==> config.mk <==
export PLATFORM = sky130hd
export DESIGN_NAME = lcd_rectangle_outline_stream
export DESIGN_NICKNAME = d
export VERILOG_FILES = /design/src/hdl/lrs_pkg.sv /design/src/hdl/lrs_datapath.sv /design/src/hdl/lrs_ctrl.sv /design/src/hdl/lcd_rectangle_outline_stream.sv
export SDC_FILE = /design/constraint.sdc
export NUM_CORES = 1
export LEC_CHECK = 0
export BUFFER_PORTS_ARGS = -buffer_cell sky130_fd_sc_hd__buf_2
export CAP_MARGIN = 40
export CORE_MARGIN = 3
export CORE_UTILIZATION = 52
export CTS_CLUSTER_DIAMETER = 150
export DETAILED_ROUTE_END_ITERATION = 10
export GPL_TIMING_DRIVEN = 0
export HOLD_SLACK_MARGIN = 0.15
export MAX_ROUTING_LAYER = met4
export PLACE_DENSITY = 0.77
export SLEW_MARGIN = 20
export SYNTH_ARGS = -nofsm -noshare
export SYNTH_HDL_FRONTEND = slang
export SYNTH_SLANG_ARGS = --single-unit
==> constraint.sdc <==
create_clock -name i_clk -period 2.6 [get_ports i_clk]
set_clock_uncertainty 0.15 [all_clocks]
set_input_delay 0.13 -clock i_clk [delete_from_list [all_inputs] [get_ports i_clk]]
set_output_delay 0.13 -clock i_clk [all_outputs]
set_load 0.03 [all_outputs]
==> src/hdl/lrs_pkg.sv <==
// Types and constants for the LCD rectangle outline stream block.
package lrs_pkg;

    // Field widths of the input and result transactions.
    localparam int ROW_W = 6;
    localparam int COL_W = 7;
    localparam int BANK_W = 3;
    localparam int BIT_W = 3;
    localparam int BYTE_W = 8;
    localparam int REP_W = 7;
    localparam int S_TDATA_W = 32;
    localparam int M_TDATA_W = 16;
    localparam int M_TUSER_W = 2;

    // Display limits.
    localparam logic [ROW_W-1:0] MAX_ROW = 6'd47;
    localparam logic [COL_W-1:0] MAX_COL = 7'd83;

    // Controller command bytes and the full-column data byte.
    localparam logic [BYTE_W-1:0] CMD_BANK = 8'h40;
    localparam logic [BYTE_W-1:0] CMD_COL = 8'h80;
    localparam logic [BYTE_W-1:0] DATA_FULL = 8'hFF;
    localparam logic [BYTE_W-1:0] DATA_ONE = 8'h01;

    // Write groups; each group is a bank command, a column command and one data byte.
    localparam logic [2:0] G_RUN_TOP = 3'd0;
    localparam logic [2:0] G_RUN_BOT = 3'd1;
    localparam logic [2:0] G_TL = 3'd2;
    localparam logic [2:0] G_TR = 3'd3;
    localparam logic [2:0] G_BL = 3'd4;
    localparam logic [2:0] G_BR = 3'd5;
    localparam logic [2:0] G_MID_L = 3'd6;
    localparam logic [2:0] G_MID_R = 3'd7;

    // Item position inside a group.
    localparam logic [1:0] PH_BANK = 2'd0;
    localparam logic [1:0] PH_COL = 2'd1;
    localparam logic [1:0] PH_DATA = 2'd2;

    // Controller to datapath.
    typedef struct packed {
        logic              load;
        logic              emit;
        logic              last;
        logic [2:0]        kind;
        logic [1:0]        phase;
        logic [BANK_W-1:0] bank;
    } t_cmd;

    // Datapath to controller.
    typedef struct packed {
        logic              slot_free;
        logic              range_err;
        logic              has_mid;
        logic [BANK_W-1:0] mid_first;
        logic              mid_last;
    } t_status;

endpackage

==> src/hdl/lrs_datapath.sv <==
// Datapath: corner capture and ordering, item formation and the output register.
module lrs_datapath (
    input  logic                           i_clk,
    input  logic                           i_rst_n,
    input  logic [lrs_pkg::S_TDATA_W-1:0]  i_s_tdata,
    input  lrs_pkg::t_cmd                  i_cmd,
    output lrs_pkg::t_status               o_status,
    output logic                           o_m_tvalid,
    input  logic                           i_m_tready,
    output logic [lrs_pkg::M_TDATA_W-1:0]  o_m_tdata,
    output logic [lrs_pkg::M_TUSER_W-1:0]  o_m_tuser,
    output logic                           o_m_tlast
);
    import lrs_pkg::*;

    logic [ROW_W-1:0]  in_r1, in_r2;
    logic [COL_W-1:0]  in_c1, in_c2;
    logic [ROW_W-1:0]  r_top, r_bot;
    logic [COL_W-1:0]  r_left, r_right;
    logic              r_err;
    logic [BANK_W-1:0] b1, b2;
    logic [BIT_W-1:0]  bit1, bit2;
    logic [REP_W-1:0]  run;
    logic [BYTE_W-1:0] top_mask, bot_mask;
    logic [BYTE_W:0]   bot_wide;
    logic [BANK_W-1:0] bank_sel;
    logic [COL_W-1:0]  col_sel;
    logic              it_data;
    logic [BYTE_W-1:0] it_byte;
    logic [REP_W-1:0]  it_rep;
    logic              r_valid;
    logic              r_is_data, r_range_err, r_last;
    logic [BYTE_W-1:0] r_byte;
    logic [REP_W-1:0]  r_rep;

    // Unpack the input transaction.
    assign in_r1 = i_s_tdata[5:0];
    assign in_c1 = i_s_tdata[12:6];
    assign in_r2 = i_s_tdata[18:13];
    assign in_c2 = i_s_tdata[25:19];

    // Capture the corners ordered top-left first, with the range check.
    always_ff @(posedge i_clk) begin
        if (i_cmd.load) begin
            r_top   <= (in_r1 > in_r2) ? in_r2 : in_r1;
            r_bot   <= (in_r1 > in_r2) ? in_r1 : in_r2;
            r_left  <= (in_c1 > in_c2) ? in_c2 : in_c1;
            r_right <= (in_c1 > in_c2) ? in_c1 : in_c2;
            r_err   <= (in_r1 > MAX_ROW) || (in_r2 > MAX_ROW) ||
                       (in_c1 > MAX_COL) || (in_c2 > MAX_COL);
        end
    end

    // Bank and bit of each corner row, the run length and the corner masks.
    assign b1 = r_top[ROW_W-1:BIT_W];
    assign b2 = r_bot[ROW_W-1:BIT_W];
    assign bit1 = r_top[BIT_W-1:0];
    assign bit2 = r_bot[BIT_W-1:0];
    assign run = r_right - r_left + 7'd1;
    assign top_mask = DATA_FULL << bit1;
    assign bot_wide = (9'd2 << bit2) - 9'd1;
    assign bot_mask = bot_wide[BYTE_W-1:0];

    // Status for the controller.
    assign o_status.slot_free = !r_valid || i_m_tready;
    assign o_status.range_err = r_err;
    assign o_status.has_mid = {1'b0, b2} > ({1'b0, b1} + 4'd1);
    assign o_status.mid_first = b1 + 3'd1;
    assign o_status.mid_last = (i_cmd.bank == (b2 - 3'd1));

    // Bank and column of the current group.
    always_comb begin
        unique case (i_cmd.kind)
            G_RUN_TOP, G_TL, G_TR: bank_sel = b1;
            G_RUN_BOT, G_BL, G_BR: bank_sel = b2;
            default:               bank_sel = i_cmd.bank;
        endcase
        unique case (i_cmd.kind)
            G_TR, G_BR, G_MID_R: col_sel = r_right;
            default:             col_sel = r_left;
        endcase
    end

    // Form the item for the current group and position.
    always_comb begin
        it_data = 1'b0;
        it_rep  = 7'd1;
        it_byte = CMD_BANK | {5'd0, bank_sel};
        unique case (i_cmd.phase)
            PH_BANK: it_byte = CMD_BANK | {5'd0, bank_sel};
            PH_COL:  it_byte = CMD_COL | {1'b0, col_sel};
            default: begin
                it_data = 1'b1;
                unique case (i_cmd.kind)
                    G_RUN_TOP: begin
                        it_byte = DATA_ONE << bit1;
                        it_rep  = run;
                    end
                    G_RUN_BOT: begin
                        it_byte = DATA_ONE << bit2;
                        it_rep  = run;
                    end
                    G_TL, G_TR: it_byte = top_mask;
                    G_BL, G_BR: it_byte = bot_mask;
                    default:    it_byte = DATA_FULL;
                endcase
            end
        endcase
    end

    // Output register; it holds a transaction until the sink takes it.
    always_ff @(posedge i_clk) begin
        if (!i_rst_n) begin
            r_valid <= 1'b0;
        end else if (i_cmd.emit) begin
            r_valid <= 1'b1;
        end else if (i_m_tready) begin
            r_valid <= 1'b0;
        end
    end

    always_ff @(posedge i_clk) begin
        if (i_cmd.emit) begin
            if (r_err) begin
                r_is_data   <= 1'b0;
                r_byte      <= '0;
                r_rep       <= '0;
                r_range_err <= 1'b1;
                r_last      <= 1'b1;
            end else begin
                r_is_data   <= it_data;
                r_byte      <= it_byte;
                r_rep       <= it_rep;
                r_range_err <= 1'b0;
                r_last      <= i_cmd.last;
            end
        end
    end

    assign o_m_tvalid = r_valid;
    assign o_m_tdata = {1'b0, r_rep, r_byte};
    assign o_m_tuser = {r_range_err, r_is_data};
    assign o_m_tlast = r_last;

endmodule

==> src/hdl/lrs_ctrl.sv <==
// Controller: steps through one rectangle's write groups, one item per cycle while the slot is free.
module lrs_ctrl (
    input  logic              i_clk,
    input  logic              i_rst_n,
    input  logic              i_s_tvalid,
    output logic              o_s_tready,
    input  lrs_pkg::t_status  i_status,
    output lrs_pkg::t_cmd     o_cmd
);
    import lrs_pkg::*;

    localparam logic S_IDLE = 1'b0;
    localparam logic S_EMIT = 1'b1;

    logic              r_state, n_state;
    logic [2:0]        r_kind, n_kind;
    logic [1:0]        r_phase, n_phase;
    logic [BANK_W-1:0] r_bank, n_bank;
    logic              group_end;
    logic              last;

    assign group_end = (r_phase == PH_DATA);
    assign last = i_status.range_err ||
                  (group_end && (((r_kind == G_BR) && !i_status.has_mid) ||
                                 ((r_kind == G_MID_R) && i_status.mid_last)));

    assign o_s_tready = (r_state == S_IDLE);

    // Commands to the datapath.
    always_comb begin
        o_cmd.load  = (r_state == S_IDLE) && i_s_tvalid;
        o_cmd.emit  = (r_state == S_EMIT) && i_status.slot_free;
        o_cmd.last  = last;
        o_cmd.kind  = r_kind;
        o_cmd.phase = r_phase;
        o_cmd.bank  = r_bank;
    end

    // Sequencer over groups and positions.
    always_comb begin
        n_state = r_state;
        n_kind  = r_kind;
        n_phase = r_phase;
        n_bank  = r_bank;
        unique case (r_state)
            S_IDLE: begin
                if (i_s_tvalid) begin
                    n_state = S_EMIT;
                    n_kind  = G_RUN_TOP;
                    n_phase = PH_BANK;
                end
            end
            default: begin
                if (i_status.slot_free) begin
                    if (last) begin
                        n_state = S_IDLE;
                    end else if (!group_end) begin
                        n_phase = r_phase + 2'd1;
                    end else begin
                        n_phase = PH_BANK;
                        unique case (r_kind)
                            G_BR: begin
                                n_kind = G_MID_L;
                                n_bank = i_status.mid_first;
                            end
                            G_MID_L: n_kind = G_MID_R;
                            G_MID_R: begin
                                n_kind = G_MID_L;
                                n_bank = r_bank + 3'd1;
                            end
                            default: n_kind = r_kind + 3'd1;
                        endcase
                    end
                end
            end
        endcase
    end

    always_ff @(posedge i_clk) begin
        if (!i_rst_n) begin
            r_state <= S_IDLE;
            r_kind  <= G_RUN_TOP;
            r_phase <= PH_BANK;
            r_bank  <= '0;
        end else begin
            r_state <= n_state;
            r_kind  <= n_kind;
            r_phase <= n_phase;
            r_bank  <= n_bank;
        end
    end

endmodule

==> src/hdl/lcd_rectangle_outline_stream.sv <==
// Top level of the LCD rectangle outline stream block.
// A rectangle is taken and then sent as 18 to 42 result transactions, one per
// clock while the sink is ready: six groups of bank command, column command and data byte,
// plus two groups for each bank strictly between the top and bottom banks. The horizontal
// runs come as a single data item with a repeat count. A rectangle with a corner out of
// range gives one error transaction instead. The sequencer handles one rectangle at a time,
// and the next rectangle is taken as soon as its predecessor's final item sits in the
// output register.
module lcd_rectangle_outline_stream (
    input  logic                           i_clk,
    input  logic                           i_rst_n,
    input  logic                           i_s_tvalid,
    output logic                           o_s_tready,
    // first_row[5:0], first_col[12:6], second_row[18:13], second_col[25:19], zero pad
    input  logic [lrs_pkg::S_TDATA_W-1:0]  i_s_tdata,
    output logic                           o_m_tvalid,
    input  logic                           i_m_tready,
    // out_byte[7:0], repeat_count[14:8], zero pad
    output logic [lrs_pkg::M_TDATA_W-1:0]  o_m_tdata,
    // is_data[0], range_error[1]
    output logic [lrs_pkg::M_TUSER_W-1:0]  o_m_tuser,
    // last_item
    output logic                           o_m_tlast
);
    import lrs_pkg::*;

    t_cmd    cmd;
    t_status status;

    // Group sequencer.
    lrs_ctrl u_ctrl (
        .i_clk      (i_clk),
        .i_rst_n    (i_rst_n),
        .i_s_tvalid (i_s_tvalid),
        .o_s_tready (o_s_tready),
        .i_status   (status),
        .o_cmd      (cmd)
    );

    // Corner registers, item formation and output register.
    lrs_datapath u_datapath (
        .i_clk      (i_clk),
        .i_rst_n    (i_rst_n),
        .i_s_tdata  (i_s_tdata),
        .i_cmd      (cmd),
        .o_status   (status),
        .o_m_tvalid (o_m_tvalid),
        .i_m_tready (i_m_tready),
        .o_m_tdata  (o_m_tdata),
        .o_m_tuser  (o_m_tuser),
        .o_m_tlast  (o_m_tlast)
    );

endmodule

# == Yosys cells after proc, flatten, opt, wreduce, memory -nomap -nowiden ==
# Index checks and enable logic that the tools add are counted.
# word_totals
out_inout_bits,21
register_bits,55
# classes
shift,4
bitwise,3
n_mux,30
n_lt_le_gt_ge,7
eq_ne,13
add_sub_neg,9
n_reduce_logical,30
# ops
op,n
one-hot mux 8 bit (4 select lines),1
2-to-1 mux 7 bit,3
one-hot mux 3 bit (2 select lines),3
one-hot mux 8 bit (2 select lines),1
left shift 1 x 3 -> 8 bit (first input constant),2
2-to-1 mux 3 bit,5
greater-than comparator 7 bit (second input constant),2
equality test 3 bit (second input constant),4
greater-than comparator 6 bit (second input constant),2
2-to-1 mux 6 bit,2
2-to-1 mux 1 bit,10
2-to-1 mux 2 bit,5
OR reduction 2 bit,5
adder 3 x 1 -> 3 bit (second input constant),3
OR reduction 3 bit,3
left shift 2 x 3 -> 8 bit (first input constant),1
left shift 8 x 3 -> 8 bit (first input constant),1
subtractor 8 x 1 -> 8 bit (second input constant),1
adder 7 x 1 -> 7 bit (second input constant),1
greater-than comparator 7 bit,1
subtractor 7 bit,1
equality test 3 x 2 -> 1 bit (second input constant),2
greater-than comparator 6 bit,1
logical OR 1 bit,6
other kinds (20),30

# == Logic depth before layout (Yosys ltp) ==
# logic_depth
ltp_word,10
depth_mapped,11
ltp_nobuf,11

# == Cells and area by module ==
# Synthesis repeated with hierarchy kept, for this count alone.
# hier_totals
hier_cells,364
hier_area_um2,3861.2
# by_module_without_submodules
mod,seq_area_each_um2,area_per_inst_um2,n_inst,cells_per_inst
lrs_datapath,1371.3,3261.9,1,294
lrs_ctrl,180.2,599.3,1,70

# == Worst setup path before layout ==
# OpenSTA, ideal clock, no wires.
# synth_timing
path_type,register to register
start,reg u_datapath.r_top[3]
end,reg u_ctrl.r_bank[2]
arrival_time_ps,2329
stages_incl_launch_ff,11
setup_ps,120
slack_ps,1
path_cell_list,edfxtp_1 ha_1 xnor2_1 ha_1 a21oi_1 o21ai_0 a311o_1 and3_1 buf_6 and4bb_1 o31a_1
# synth_between
elab_chain_cells,9
# synth_lines
element,line_no,source
from (decl),lrs_datapath.sv:18,"logic [ROW_W-1:0] r_top, r_bot;"
from (signal assigned),lrs_datapath.sv:45,r_top <= (in_r1 > in_r2) ? in_r2 : in_r1;
adder 3 x 1 -> 4 bit,lrs_datapath.sv:67,"assign o_status.has_mid = {1'b0, b2} > ({1'b0, b1} + 4'd1);"
greater-than comparator 3 x 4 -> 1 bit,lrs_datapath.sv:67,
logical NOT 1 bit,lrs_ctrl.sv:24,(group_end && (((r_kind == G_BR) && !i_status.has_mid) ||
logical AND 1 bit,lrs_ctrl.sv:24,
logical OR 1 bit,lrs_ctrl.sv:24,
logical AND 1 bit,lrs_ctrl.sv:24,
logical OR 1 bit,lrs_ctrl.sv:23,assign last = i_status.range_err ||
NOT 1 bit (no line),-,
AND reduction 5 bit (no line),-,
to (signal assigned),lrs_ctrl.sv:89,r_bank <= n_bank;
to (decl),lrs_ctrl.sv:18,"logic [BANK_W-1:0] r_bank, n_bank;"
# Parallel ways exist; a longest one is shown, timed or not.
# A chain may end at the register's enable or synchronous reset.

# == Worst setup path after layout ==
# layout_timing
start,reg u_datapath.r_top[4]
end,reg u_ctrl.r_bank[2]
# Same word-level chain as after synthesis.

==> results <==
- The run finished with clean final reports.
- The highest clock frequency the design can meet is 385 MHz.
- The switching fraction of total power is 28.6%.
- Yosys printed 0 warnings.
- At the pin with the least slew margin, the transition time is 0.759 ns.
- The number of global-route vias before repair was between 2000 and 3000.
- The number of top-level design ports is 57.
- The met1 routed wirelength after detailed routing is between 3000 and 4000 um.
- Detailed routing placed a total of around 400 um of wire on met3.
- The worst-skew pair later-pin latency is 0.31 ns.
- The H-tree was split into 2 levels.
- The async set-reset flop share out of synthesis is 0%.
- Registers are responsible for 51.2% of the overall power.
- In this run the register-to-register setup slack is about 0.0043 ns.
- The start point of the critical path is u_datapath.r_top[4]$_DFFE_PP_.
- The multi-input combinational cells in the finished layout cover a total of ~2000 um2.
- Detailed placement ended at an HPWL of 5770 um.
- The die covers 8270 um2.
- The worst setup path is launched from a flip-flop.
- The number of clock buffers inserted by TritonCTS is 5.
- The final number of hold-violating endpoints is 0.
- After detailed routing, the met2 layer carries 4030 um of wire.
- The wire length of the first global-routing pass is around 14000 um.
- The growth of design area from synthesis to finish is 23.2%.
- The gate count after technology mapping is 366.
- The top metal layer carrying routed signals is met4.
- Setup violations remaining at the end of the flow were counted as 0.
- The share of the synthesized area in the top cell type is 36.0%.
- After detailed routing, the total wire length is 8290 um.
- The core box area is around 6900 um2.
- The number of flops mapped to enable cells by yosys is 45.
- The critical register-to-register path startpoint is u_datapath.r_top[4]$_DFFE_PP_.
- The number of pins with negative max-slew slack in the final report came to 0.
- The aggregate negative setup slack is 0 ns.
- The worst-case IR drop observed on VDD is 0.200 mV.
- The number of nets handed over by synthesis was 439.
- Using the TritonRoute via totals, the vias-per-cell ratio works out to 5.38.
- After the first detailed-routing iteration, the DRC count stood at 163.
- The clock sink count is 55.
- The weighted congestion reported at the end of routability-driven placement is 0.905.
- The iteration count of the initial detailed-routing pass is 5.
- The per-instance average area after synthesis is 10.3 um2.
- After filler insertion, the fill cell instance count of the layout stands at 542.
- The required time at the worst-slack endpoint is around 2.7 ns.
- The internal power summed over all cells is 0.00148 W.
- The footprint of the flip-flops and latches is 1550 um2.
- The per-cell routed wire length is 14.9 um.
- The startpoint identified for the worst hold timing path is u_ctrl.r_kind[0]$_SDFFE_PN0P_.
- The time the final worst path needs with I/O delays and setup is 2.60 ns.
- The total standard cell area after synthesis is between 3000 and 4000 um2.
- For this run, the register share of the synthesized area comes to 41.3%.
- In this run, the clock network consumes between 20% and 30% of the power.
- Measured along the y axis, the die boundary spans around 91 um.
- The classification of the worst setup path is reg2reg.
- The overall fraction of global-route tracks in use is 21.1%.
- The via count is 2994.
- Setup repair after global routing could not meet its margin everywhere.
- The endpoint type of the worst setup path is a flip-flop.
- The part of the cycle the worst path needs is 99.8%.
- Input and output buffers added on the ports amount to 49.
- CTS placed an instance of sky130_fd_sc_hd__clkbuf_8 at the clock tree root.
- The pin count of the biggest net entering global routing is 29.
- The number of cells on the worst reg-to-reg path is 10.
- Headroom to the max-slew limit came out at 49.3%.
- The number of antenna violations at the first check in global routing is 0.
- The number of instances on the worst hold path is 2.
- The cell area power density is 449 nW/um2.
- The endpoint of the worst register-to-register path is u_ctrl.r_bank[2]$_SDFFE_PN0P_.
- Among all flip-flop cells after synthesis, the most frequent one is sky130_fd_sc_hd__edfxtp_1.
- After detailed routing, the number of remaining DRC violations is 0.
- The register bit total from synthesis is 55.
- The detail route stage leaves a number of antenna-violating nets equal to 0.
- The net switching power figure is 0.000593 W.
- sky130_fd_sc_hd__edfxtp_1 takes more of the synthesized area than any other cell.
- The minimum hold slack is 0.393 ns.
- The worst hold path belongs to the class reg2reg.
- The share of final-layout standard cells stronger than drive strength 1 is 25.7%.
- Clock-pin slew was measured on the worst setup and hold paths at ~0.090 ns.
- The longest clock path from root to sink contains 2 buffers.
- The initial cell density of the core is 54.3%.
- The share of total power dissipated in combinational logic is 26.7%.
- For the worst setup path, the data arrival time is 2.65 ns.
- The final layout contains 532 nets.
- Summed over all cells, the static leakage comes to 1.98 nW.
- The total overflow reported by the global router is 0.
- The number of rows created at floorplan is 30.
- The number of violations of the max-capacitance limit is 0.
- 0 antenna diodes ended up in the layout.
- After synthesis, the cell types taking the most area are sky130_fd_sc_hd__edfxtp_1, sky130_fd_sc_hd__ha_1, sky130_fd_sc_hd__mux2_2.
- The synthesized netlist contains 53 unique library cells.
- The die is just over 90 um wide.
- Along the worst path, the maximum fanout reaches 5.
- The TritonCTS clock tree is yes.
- The path with the worst hold slack has its endpoint at u_ctrl.r_kind[0]$_SDFFE_PN0P_.
==> layer usage <==
metal / global-route usage, % / vias up
li1: - / 1501
met1: 26.7 / 1363
met2: 35.5 / 114
met3: 2.24 / 16
met4: 7.04 / 0
met5: - / -
==> cell usage after synthesis, types with 2 or more instances <==
cell and count:
sky130_fd_sc_hd__ha_1 36, sky130_fd_sc_hd__nand2_1 25, sky130_fd_sc_hd__nand3_1 9, sky130_fd_sc_hd__o21a_1 3
sky130_fd_sc_hd__buf_4 4, sky130_fd_sc_hd__mux2i_1 9, sky130_fd_sc_hd__buf_6 3, sky130_fd_sc_hd__nor2b_1 11
sky130_fd_sc_hd__xor2_1 3, sky130_fd_sc_hd__edfxtp_1 45, sky130_fd_sc_hd__and2_1 3, sky130_fd_sc_hd__a21oi_1 24
sky130_fd_sc_hd__a21o_1 6, sky130_fd_sc_hd__a21oi_2 2, sky130_fd_sc_hd__o21bai_1 2, sky130_fd_sc_hd__nor4_1 2
sky130_fd_sc_hd__nand2b_1 2, sky130_fd_sc_hd__o21ai_0 14, sky130_fd_sc_hd__o2111ai_1 2, sky130_fd_sc_hd__clkbuf_1 5
sky130_fd_sc_hd__mux2_2 27, sky130_fd_sc_hd__a211oi_1 2, sky130_fd_sc_hd__nand4_1 3, sky130_fd_sc_hd__o221a_2 3
sky130_fd_sc_hd__a32o_1 2, sky130_fd_sc_hd__xnor2_1 8, sky130_fd_sc_hd__nor3_1 4, sky130_fd_sc_hd__a221oi_1 3
sky130_fd_sc_hd__inv_1 44, sky130_fd_sc_hd__a2111oi_0 3, sky130_fd_sc_hd__buf_2 3, sky130_fd_sc_hd__o22ai_1 4
sky130_fd_sc_hd__dfxtp_1 10, sky130_fd_sc_hd__a41oi_1 2, sky130_fd_sc_hd__a31oi_1 3, sky130_fd_sc_hd__nor2_1 18
==> registers in the layout, indices dropped and copies added (netlist names), 2 cells and up <==
signal and count:
u_datapath.r_byte 8, u_datapath.r_left 7, u_datapath.r_rep 7, u_datapath.r_right 7
u_datapath.r_bot 6, u_datapath.r_top 6, u_ctrl.r_bank 3, u_ctrl.r_kind 3
u_ctrl.r_phase 2
==> logic make-up after synthesis <==
group                    after synthesis  share of synthesized area, %
adder cells (fa/ha/maj)               37                          12.5
other                                  1                        0.0999
buffers and inverters                 60                          7.10
AND/OR/NAND/NOR                       84                          11.1
flip-flops                            55                          41.3
XOR/XNOR                              11                          2.57
AO/OA/AOI/OAI                         82                          14.8
multiplexers                          36                          10.5
==> how the worst max path moves through the flow <==
stage | to | cells past startpoint | slack [ns]
3_3_place_gp | u_ctrl.r_kind[1]$_SDFFE_PN0P_ | 4 | -0.59
6_report | u_ctrl.r_bank[2]$_SDFFE_PN0P_ | 10 | 0.004
2_1_floorplan | u_ctrl.r_bank[2]$_SDFFE_PN0P_ | 10 | 0.0009
3_5_place_dp | u_ctrl.r_bank[2]$_SDFFE_PN0P_ | 10 | -0.17
4_1_cts | u_ctrl.r_bank[2]$_SDFFE_PN0P_ | 10 | 0.02
5_1_grt | u_ctrl.r_bank[2]$_SDFFE_PN0P_ | 10 | -0.07
==> cell usage in the layout (no fill, tap or decap), types with 3 or more instances in the layout <==
cell type,netlist,routed
sky130_fd_sc_hd__clkbuf_8,0,5
sky130_fd_sc_hd__inv_1,44,44
sky130_fd_sc_hd__a21oi_1,24,23
sky130_fd_sc_hd__xnor2_1,8,8
sky130_fd_sc_hd__o21a_1,3,3
sky130_fd_sc_hd__o221a_2,3,3
sky130_fd_sc_hd__xor2_1,3,3
sky130_fd_sc_hd__ha_1,36,34
sky130_fd_sc_hd__a31oi_1,3,3
sky130_fd_sc_hd__a21o_1,6,6
sky130_fd_sc_hd__nor3_1,4,4
sky130_fd_sc_hd__buf_6,3,5
sky130_fd_sc_hd__nor2_1,18,17
sky130_fd_sc_hd__and2_1,3,3
sky130_fd_sc_hd__nand2_1,25,25
sky130_fd_sc_hd__buf_2,3,52
sky130_fd_sc_hd__a2111oi_2,0,3
sky130_fd_sc_hd__clkbuf_1,5,6
sky130_fd_sc_hd__mux2i_1,9,9
sky130_fd_sc_hd__dlygate4sd3_1,0,32
sky130_fd_sc_hd__nor2b_1,11,10
sky130_fd_sc_hd__o22ai_1,4,4
sky130_fd_sc_hd__buf_4,4,7
sky130_fd_sc_hd__a221oi_1,3,3
sky130_fd_sc_hd__edfxtp_1,45,45
sky130_fd_sc_hd__mux2_2,27,27
sky130_fd_sc_hd__a21oi_2,2,3
sky130_fd_sc_hd__o21ai_0,14,13
sky130_fd_sc_hd__nand3_1,9,9
sky130_fd_sc_hd__nand4_1,3,3
sky130_fd_sc_hd__dfxtp_1,10,9
==> per-stage QoR <==
stage	instances	worst slack, ns	utilization, %	power, W	area [um2]
after CTS	554	0.0162	66.2	0.00206	4570
final	556	0.00430	67.0	0.00207	4620
after floorplan	366	0.000923	-	0.00144	3750
after detailed placement	511	-0.167	59.8	0.00157	4130
after global placement	511	-0.588	59.6	0.00155	4120
after global routing	556	-0.0698	67.0	0.00218	4620
==> timing repair <==
action                                 CTS  global route
endpoints found under the hold margin   32             0
setup endpoints to repair                6            16
gates resized for setup                  7             8
pin swaps                                4             1
buffers inserted                         3             1
hold buffers                            32             0
==> critical path, stage by stage (launching register included) <==
cell                       delay (ns)
sky130_fd_sc_hd__edfxtp_1        0.43
sky130_fd_sc_hd__ha_2            0.20
sky130_fd_sc_hd__xnor2_1         0.12
sky130_fd_sc_hd__ha_1            0.31
sky130_fd_sc_hd__a21oi_1         0.14
sky130_fd_sc_hd__o21ai_1         0.09
sky130_fd_sc_hd__a311o_1         0.33
sky130_fd_sc_hd__and3_1          0.18
sky130_fd_sc_hd__buf_6           0.12
sky130_fd_sc_hd__and4bb_1        0.17
sky130_fd_sc_hd__o31a_1          0.26
==> power groups by stage <==
stage / registers [W] / logic (W) / clock network (W)
after floorplan: 0.00110 / 0.000334 / 0
after global placement: 0.00108 / 0.000468 / 0
after detailed placement: 0.00108 / 0.000485 / 0
after CTS: 0.00106 / 0.000538 / 0.000463
after global routing: 0.00107 / 0.000617 / 0.000494
final: 0.00106 / 0.000555 / 0.000458
==> area by class of cell <==
cell class / instances / share of cell area [%]
Buffer: 15 / 2.19
Multi-Input combinational cell: 251 / 43.0
Sequential cell: 55 / 33.6
Inverter: 45 / 3.65
Clock buffer: 6 / 1.57
Clock inverter: 2 / 0.271
Tap cell: 96 / 2.60
Timing Repair Buffer: 86 / 13.1
Note: power is estimated with default switching activity, not from simulation.
